File: config.mk
export PLATFORM = sky130hd
export DESIGN_NAME = tara_dim_cell
export DESIGN_NICKNAME = d
export VERILOG_FILES = /design/src/sv/tensor_axis_reverse_addresser_core_assert.svh /design/src/sv/tara_pkg.sv /design/src/sv/tara_dim_cell.sv
export SDC_FILE = /design/constraint.sdc
export NUM_CORES = 2
export LEC_CHECK = 0
export ABC_AREA = 1
export ABC_CLOCK_PERIOD_IN_PS = 14500
export BUFFER_PORTS_ARGS = -buffer_cell sky130_fd_sc_hd__buf_2
export CAP_MARGIN = 20
export CORE_MARGIN = 2
export CORE_UTILIZATION = 50
export CTS_CLUSTER_DIAMETER = 50
export DETAILED_ROUTE_END_ITERATION = 10
export PLACE_DENSITY = 0.79
export SYNTH_ARGS = -nofsm -noshare
export SYNTH_HDL_FRONTEND = slang
export SYNTH_SLANG_ARGS = --single-unit
File: constraint.sdc
create_clock -name aclk -period 14.5 [get_ports aclk]
set_clock_uncertainty 0.15 [all_clocks]
set_input_delay 0.725 -clock aclk [delete_from_list [all_inputs] [get_ports aclk]]
set_output_delay 0.725 -clock aclk [all_outputs]
set_load 0.005 [all_outputs]
File: src/sv/tensor_axis_reverse_addresser_core_assert.svh
// Assertion macros used by the top level of the tensor axis reverse addresser.
`ifndef TENSOR_AXIS_REVERSE_ADDRESSER_CORE_ASSERT_SVH
`define TENSOR_AXIS_REVERSE_ADDRESSER_CORE_ASSERT_SVH

// Same-cycle implication, disabled while reset is asserted.
`define TARA_ASSERT_SAME(label, clk, rst_n, ante, cons, msg) \
    label: assert property (@(posedge clk) disable iff (!rst_n) (ante) |-> (cons)) \
        else $error(msg);

// Next-cycle implication, disabled while reset is asserted.
`define TARA_ASSERT_NEXT(label, clk, rst_n, ante, cons, msg) \
    label: assert property (@(posedge clk) disable iff (!rst_n) (ante) |=> (cons)) \
        else $error(msg);

`endif

File: src/sv/tara_pkg.sv
// Package with shared constants, register codes and types of the reverse addresser.
package tara_pkg;

    // Defaults for the top-level parameters.
    localparam int DEFAULT_MAX_DIMS  = 4;
    localparam int DEFAULT_DIM_BITS  = 16;
    localparam int DEFAULT_ADDR_BITS = 32;

    // Fixed field and register widths.
    localparam int VALUE_BITS     = 32;
    localparam int OUT_ADDR_BITS  = 32;
    localparam int SIZE_REGS      = 4;
    localparam int SIZE_IDX_BITS  = 2;
    localparam int SIZE_BITS      = 16;
    localparam int MASK_BITS      = 4;
    localparam int CFG_INDEX_BITS = 3;
    localparam int CFG_DATA_BITS  = 16;

    // Configuration register indexes.
    localparam logic [CFG_INDEX_BITS-1:0] REG_DIM_SIZE_0   = 3'd0;
    localparam logic [CFG_INDEX_BITS-1:0] REG_DIM_SIZE_1   = 3'd1;
    localparam logic [CFG_INDEX_BITS-1:0] REG_DIM_SIZE_2   = 3'd2;
    localparam logic [CFG_INDEX_BITS-1:0] REG_DIM_SIZE_3   = 3'd3;
    localparam logic [CFG_INDEX_BITS-1:0] REG_REVERSE_MASK = 3'd4;

    // Flow control that travels with a word from cell to cell.
    typedef struct packed {
        logic valid;
        logic last;
    } tara_flow_t;

endpackage

File: src/sv/tara_dim_cell.sv
// One dimension cell: index counter with carry and one stage of the address pipeline.
module tara_dim_cell #(
    parameter int MAX_DIMS  = tara_pkg::DEFAULT_MAX_DIMS,
    parameter int DIM_BITS  = tara_pkg::DEFAULT_DIM_BITS,
    parameter int ADDR_BITS = tara_pkg::DEFAULT_ADDR_BITS,
    parameter int DIM       = 0
) (
    input  logic                                aclk,
    input  logic                                aresetn,
    input  logic [DIM_BITS-1:0]                 dim_size,
    input  logic                                dim_rev,
    input  logic                                step,
    input  logic                                carry_in,
    output logic                                carry_out,
    output logic [DIM_BITS-1:0]                 idx_out,
    input  tara_pkg::tara_flow_t                up_flow,
    input  logic [tara_pkg::VALUE_BITS-1:0]     up_value,
    input  logic [MAX_DIMS-1:0][DIM_BITS-1:0]   up_idx,
    input  logic [ADDR_BITS-1:0]                up_addr,
    input  logic [ADDR_BITS-1:0]                up_stride,
    output logic                                up_ready,
    output tara_pkg::tara_flow_t                dn_flow,
    output logic [tara_pkg::VALUE_BITS-1:0]     dn_value,
    output logic [MAX_DIMS-1:0][DIM_BITS-1:0]   dn_idx,
    output logic [ADDR_BITS-1:0]                dn_addr,
    output logic [ADDR_BITS-1:0]                dn_stride,
    input  logic                                dn_ready
);

    logic [DIM_BITS-1:0]               idx_reg, idx_next;
    logic                              at_end;
    logic [ADDR_BITS-1:0]              dest_idx;
    logic [ADDR_BITS-1:0]              addr_next, stride_next;
    logic                              valid_reg, last_reg;
    logic [tara_pkg::VALUE_BITS-1:0]   value_reg;
    logic [MAX_DIMS-1:0][DIM_BITS-1:0] idx_vec_reg;
    logic [ADDR_BITS-1:0]              addr_reg, stride_reg;

    // The counter sits at its end when it reaches size-1 or has run past it.
    always_comb begin
        at_end    = (idx_reg >= (dim_size - DIM_BITS'(1)));
        carry_out = carry_in && at_end;
        idx_next  = idx_reg;
        if (step && carry_in) begin
            idx_next = at_end ? '0 : idx_reg + DIM_BITS'(1);
        end
    end

    assign idx_out = idx_reg;

    always_ff @(posedge aclk) begin
        if (!aresetn) begin
            idx_reg <= '0;
        end else begin
            idx_reg <= idx_next;
        end
    end

    // Destination index of this dimension, weighted and added to the running address.
    always_comb begin
        dest_idx = ADDR_BITS'(up_idx[DIM]);
        if (dim_rev) begin
            dest_idx = ADDR_BITS'(dim_size) - ADDR_BITS'(1) - ADDR_BITS'(up_idx[DIM]);
        end
        addr_next   = up_addr + ADDR_BITS'(dest_idx * up_stride);
        stride_next = ADDR_BITS'(up_stride * ADDR_BITS'(dim_size));
    end

    // A stage takes a new word when it is empty or its word moves on.
    assign up_ready = !valid_reg || dn_ready;

    always_ff @(posedge aclk) begin
        if (!aresetn) begin
            valid_reg <= 1'b0;
        end else if (up_ready) begin
            valid_reg <= up_flow.valid;
        end
    end

    always_ff @(posedge aclk) begin
        if (up_ready && up_flow.valid) begin
            last_reg    <= up_flow.last;
            value_reg   <= up_value;
            idx_vec_reg <= up_idx;
            addr_reg    <= addr_next;
            stride_reg  <= stride_next;
        end
    end

    assign dn_flow.valid = valid_reg;
    assign dn_flow.last  = last_reg;
    assign dn_value      = value_reg;
    assign dn_idx        = idx_vec_reg;
    assign dn_addr       = addr_reg;
    assign dn_stride     = stride_reg;

endmodule

After elaboration in Yosys (flattened, before gate mapping)
Index checks and enable logic that the tools add are counted.

operators by class
  $add $sub $neg = 5
  $mul = 2
  magnitude comparators = 1
  multiplexer cells = 2
  reduce and logical (&&, ||, !) cells = 5

operators with widths
  operator               count
  $add 32x32->32         1
  $mul 32x16->32         1
  $mul 32x32->32         1
  $mux 32                1
  $sub 17x17->18         1
  $sub 16x1->17 const B  1
  $add 16x1->16 const B  1
  $ge 16x16->1           1
  $mux 16                1
  $sub 16x1->16 const B  1
  $logic_and 1x1->1      3
  $logic_not 1->1        1
  $logic_or 1x1->1       1

word-level totals
  register bits = 178
  bits of input ports = 184
  output and inout port bits = 180
  word-level logic and storage cells = 25

Depth between registers and ports, before layout
  depth after elaboration = 5
  gate-level depth with buffers = 61
  gate-level depth less buffers = 57

Worst setup path after synthesis
Ideal clock, no wire load.

  kind = input -> register
  start = input port dim_size[1]
  end = register addr_reg[29], in the netlist dn_addr[29], data pin
  setup time = 0.264 ns
  arrival time = 10.367 ns
  required time = 14.086 ns
  path slack = 3.720 ns
  stages = 51
  cells stage by stage = clkbuf_1 clkbuf_1 inv_1 ha_1 nand2_2 nor2_2 nand2_2 nor3_4 nand2_2 inv_2 nand2_2 xor2_1 inv_1 ha_1 nand2_1 inv_1 nand2_1 nand2_1 [15 not listed] fa_1 inv_1 fa_1 inv_1 fa_1 fa_1 ha_1 nand2_1 nor2_1 a211oi_1 o21ai_0 a21oi_1 o21ai_0 nand2_1 nand2_1 a21o_1 a31oi_1 xor2_1

between the ends
  word-level cells in the longest chain between the ends = 5

ends and longest elaborated chain
  element                  RTL line             text
  from (decl)              tara_dim_cell.sv:10  input logic [DIM_BITS-1:0] dim_size,
  $sub 16x1->17            tara_dim_cell.sv:63  dest_idx = ADDR_BITS'(dim_size) - ADDR_BITS'(1) - ADDR_BITS'(up_idx[DIM]);
  $sub 17x17->18           tara_dim_cell.sv:63
  $mux 32                  tara_dim_cell.sv:62  if (dim_rev) begin
  $mul 32x32->32           tara_dim_cell.sv:65  addr_next = up_addr + ADDR_BITS'(dest_idx * up_stride);
  $add 32x32->32           tara_dim_cell.sv:65
  named net addr_next[29]  tara_dim_cell.sv:33  logic [ADDR_BITS-1:0] addr_next, stride_next;
  to (signal assigned)     tara_dim_cell.sv:85  addr_reg <= addr_next;
  to (decl)                tara_dim_cell.sv:37  logic [ADDR_BITS-1:0] addr_reg, stride_reg;

The timed path passes the listed nets, and every way through them passes these cells.
A chain may end at the register's enable or synchronous reset.

Final worst setup path
  start = input port dim_size[2]
  end = register addr_reg[31], in the netlist dn_addr[31], data pin

Same word-level chain as after synthesis.

==> impl_metrics.json <==
{
  "status": "complete, no violations",
  "grt_max_degree": 74,
  "start_kind": "input pin",
  "drc": 0,
  "syn_nets": 5058,
  "synth_edf_count": 161,
  "rsz0062_at_grt": "false",
  "yosysTopAreaCellShare_pct": 41.8,
  "synth_mux_area_share_pct": 0,
  "start_util_pct": 50.7,
  "drive_above_1_share_pct": 10.3,
  "dp_hpwl_microns": 76100,
  "die_h_microns": 266,
  "crit_slowest_cell": "fa_1",
  "r2r_slack_ns": 11.52,
  "synth_area_leaders": "fa_1 42%, edfxtp_1 14%, inv_1 12%, nand2_1 9.7%, ha_1 8.3%",
  "synth-adder-area-share_pct": 50.1,
  "ys_seq_area_share_pct": 15.1,
  "path_max_fanout": 33,
  "max-clock-path-buffers": 2,
  "drv_slew": 0,
  "ys_types": 47,
  "synth_simple_gate_area_share_pct": 14.4,
  "drv_cap": 0,
  "clock_sinks": 178,
  "postRouteAntennaNets": 0,
  "setup_tns_ns": 0,
  "critPathMaxStageDelay_ns": 0.53,
  "h-tree-depth": 4,
  "hold_buffers": 0,
  "ys_ff_latch": 178,
  "dp.cells": 5038,
  "cts_buffers": 17,
  "io_pins": 364,
  "drt_wl_total_microns": 95200,
  "instances_no_fill": 5076,
  "grt_pass1_vias": 28632,
  "multi_input_area_sq_um": 24300,
  "crit_path_frequent_cell": "nand2_1",
  "cp.arrival_ns": 11.03,
  "worst_pin_slew_ns": 0.966,
  "insertion_delay_ns": 0.48,
  "dr.pass1.iters": 5,
  "min_period_ns": 10.93,
  "whs_ns": 0.256,
  "finalHoldViolations": 0,
  "grt_usage_pct": 28.3,
  "async_flop_share_pct": 0,
  "hold_path_class": "in -> reg",
  "cts_tree": "yes",
  "vias": 26736,
  "cts_setup_buffers": 0,
  "die_w_microns": 266,
  "syn_inst": 3932,
  "slew_headroom_pct": 35.6,
  "clk_pin_slew_ns": 0.09,
  "ys.flop_type": "edfxtp_1",
  "synth_xor_area_share_pct": 3.77,
  "wl_per_cell_microns": 18.8,
  "synth_top_family_by_area": "adder cells",
  "drtIter0Drc": 2091,
  "period_share_pct": 75.4,
  "avgSynthCellArea_sq_um": 8.70,
  "num-nets-final": 5310,
  "seq_area_sq_um": 5170,
  "rows": 95,
  "synth_compound_area_share_pct": 2.78,
  "cts_resized": 0,
  "largest_register_ffs": 64,
  "post_drt_via_cell_ratio": 5.27,
  "synth_largest_area_cell": "fa_1",
  "portBuffers": 363,
  "antenna_found_initial": 10,
  "grt_pass1_wl_microns": 153000,
  "dieArea_sq_um": 70600,
  "num-fill-cells": 5911,
  "setup_viol": 0,
  "cp.required_ns": 14.60,
  "synth_area_sq_um": 34200,
  "grt-ovfl-total": 0,
  "areaGrowthSynthToFinish_pct": 9.15,
  "yosys_warnings": 0,
  "cts-root-buf": "clkbuf_16",
  "end_kind": "flip-flop",
  "critPathKind": "in -> reg",
  "gp_congestion": 0.997,
  "fmaxAchievable_mhz": 91.5,
  "core_area_sq_um": 67500
}
[cells in the mapped netlist (all sizes together), types with 2 or more instances]
cell type / number
inv: 1087
nand2: 888
fa: 715
nor2: 263
ha: 227
edfxtp: 161
clkbuf: 137
xor2: 94
a21oi: 72
nand3: 67
xnor2: 49
o21ai: 33
nand4: 18
dfxtp: 17
buf: 16
nor3: 15
clkinv: 10
a21boi: 9
a31oi: 9
a21o: 7
o21bai: 7
o21a: 5
nand3b: 4
o221ai: 4
a211oi: 3
o211ai: 3
o31ai: 3
o2111ai: 2
[cells in the final DEF, fill, tap and decap left out, types with 7 or more instances in the layout]
cell type	instances
a31oi_1	9
a21oi_1	71
nor3_1	14
nor2_1	260
clkbuf_16	17
o21ai_1	10
edfxtp_1	161
xnor2_1	49
nand4_1	18
fa_1	715
nand3_1	67
buf_4	23
clkinv_1	11
xor2_1	92
o21bai_1	7
ha_1	227
o21ai_0	23
buf_2	363
nand2_1	883
inv_1	1084
dfxtp_1	17
a21o_1	7
[worst max-delay path, delay by kind of cell]
family                     cells  cell delay, ns
AOI/OAI and AO/OA              5            0.93
xor gates and xnor gates       1            0.30
adders and majority gates     10            4.71
buffers and inverters         12            1.23
and+or+nand+nor               24            3.10
[layout make-up]
cell class / count / share of cell area (%)
diodes: 6 / 0.0402
clock buffers: 17 / 1.14
clock inverters: 15 / 0.506
inverters: 1097 / 11.0
multi-input cells: 2504 / 65.2
flip-flops and latches: 178 / 13.9
well taps: 873 / 2.92
repair buffers: 386 / 5.33
[path summary, 6_finish.rpt]
path | startpoint | endpoint | cells past startpoint
max reg2reg | idx_out[0] | idx_out[15] | 19
min | up_idx[30] | dn_idx[30] | 1
max | dim_size[2] | dn_addr[31] | 52
min reg2reg | valid_reg | valid_reg | 2
[kinds of logic after synthesis]
family,count (synthesis)
flip-flops,178
AO/OA/AOI/OAI,161
AND/OR/NAND/NOR,1258
adder cells (fa/ha/maj),942
XOR/XNOR,143
buffers and inverters,1250
[routing by layer]
| layer | global-route usage [%] | part of all wire, % | wire length, microns |
|---|---|---|---|
| met1 | 35.2 | 37 | 35600 |
| met2 | 46.8 | 48 | 45300 |
| met3 | 6.27 | 9.7 | 9270 |
| met4 | 13.9 | 5.2 | 4990 |
| met5 | 0 | 0.068 | 65 |
[metrics by stage]
| stage | utilization [%] | instance area, sq um | worst slack, ns |
|---|---|---|---|
| 3_5_place_dp | 54.4 | 36700 | 3.20 |
| 3_3_place_gp | 54.4 | 36700 | 3.32 |
| 2_1_floorplan | - | 34200 | 3.72 |
| 4_1_cts | 55.3 | 37300 | 3.73 |
| 6_report | 55.3 | 37400 | 3.57 |
| 5_1_grt | 55.3 | 37300 | 2.85 |
Power is left out: the tool's default activity adds up to more than one toggle a clock period on the data nets, which glitch-free logic cannot reach.
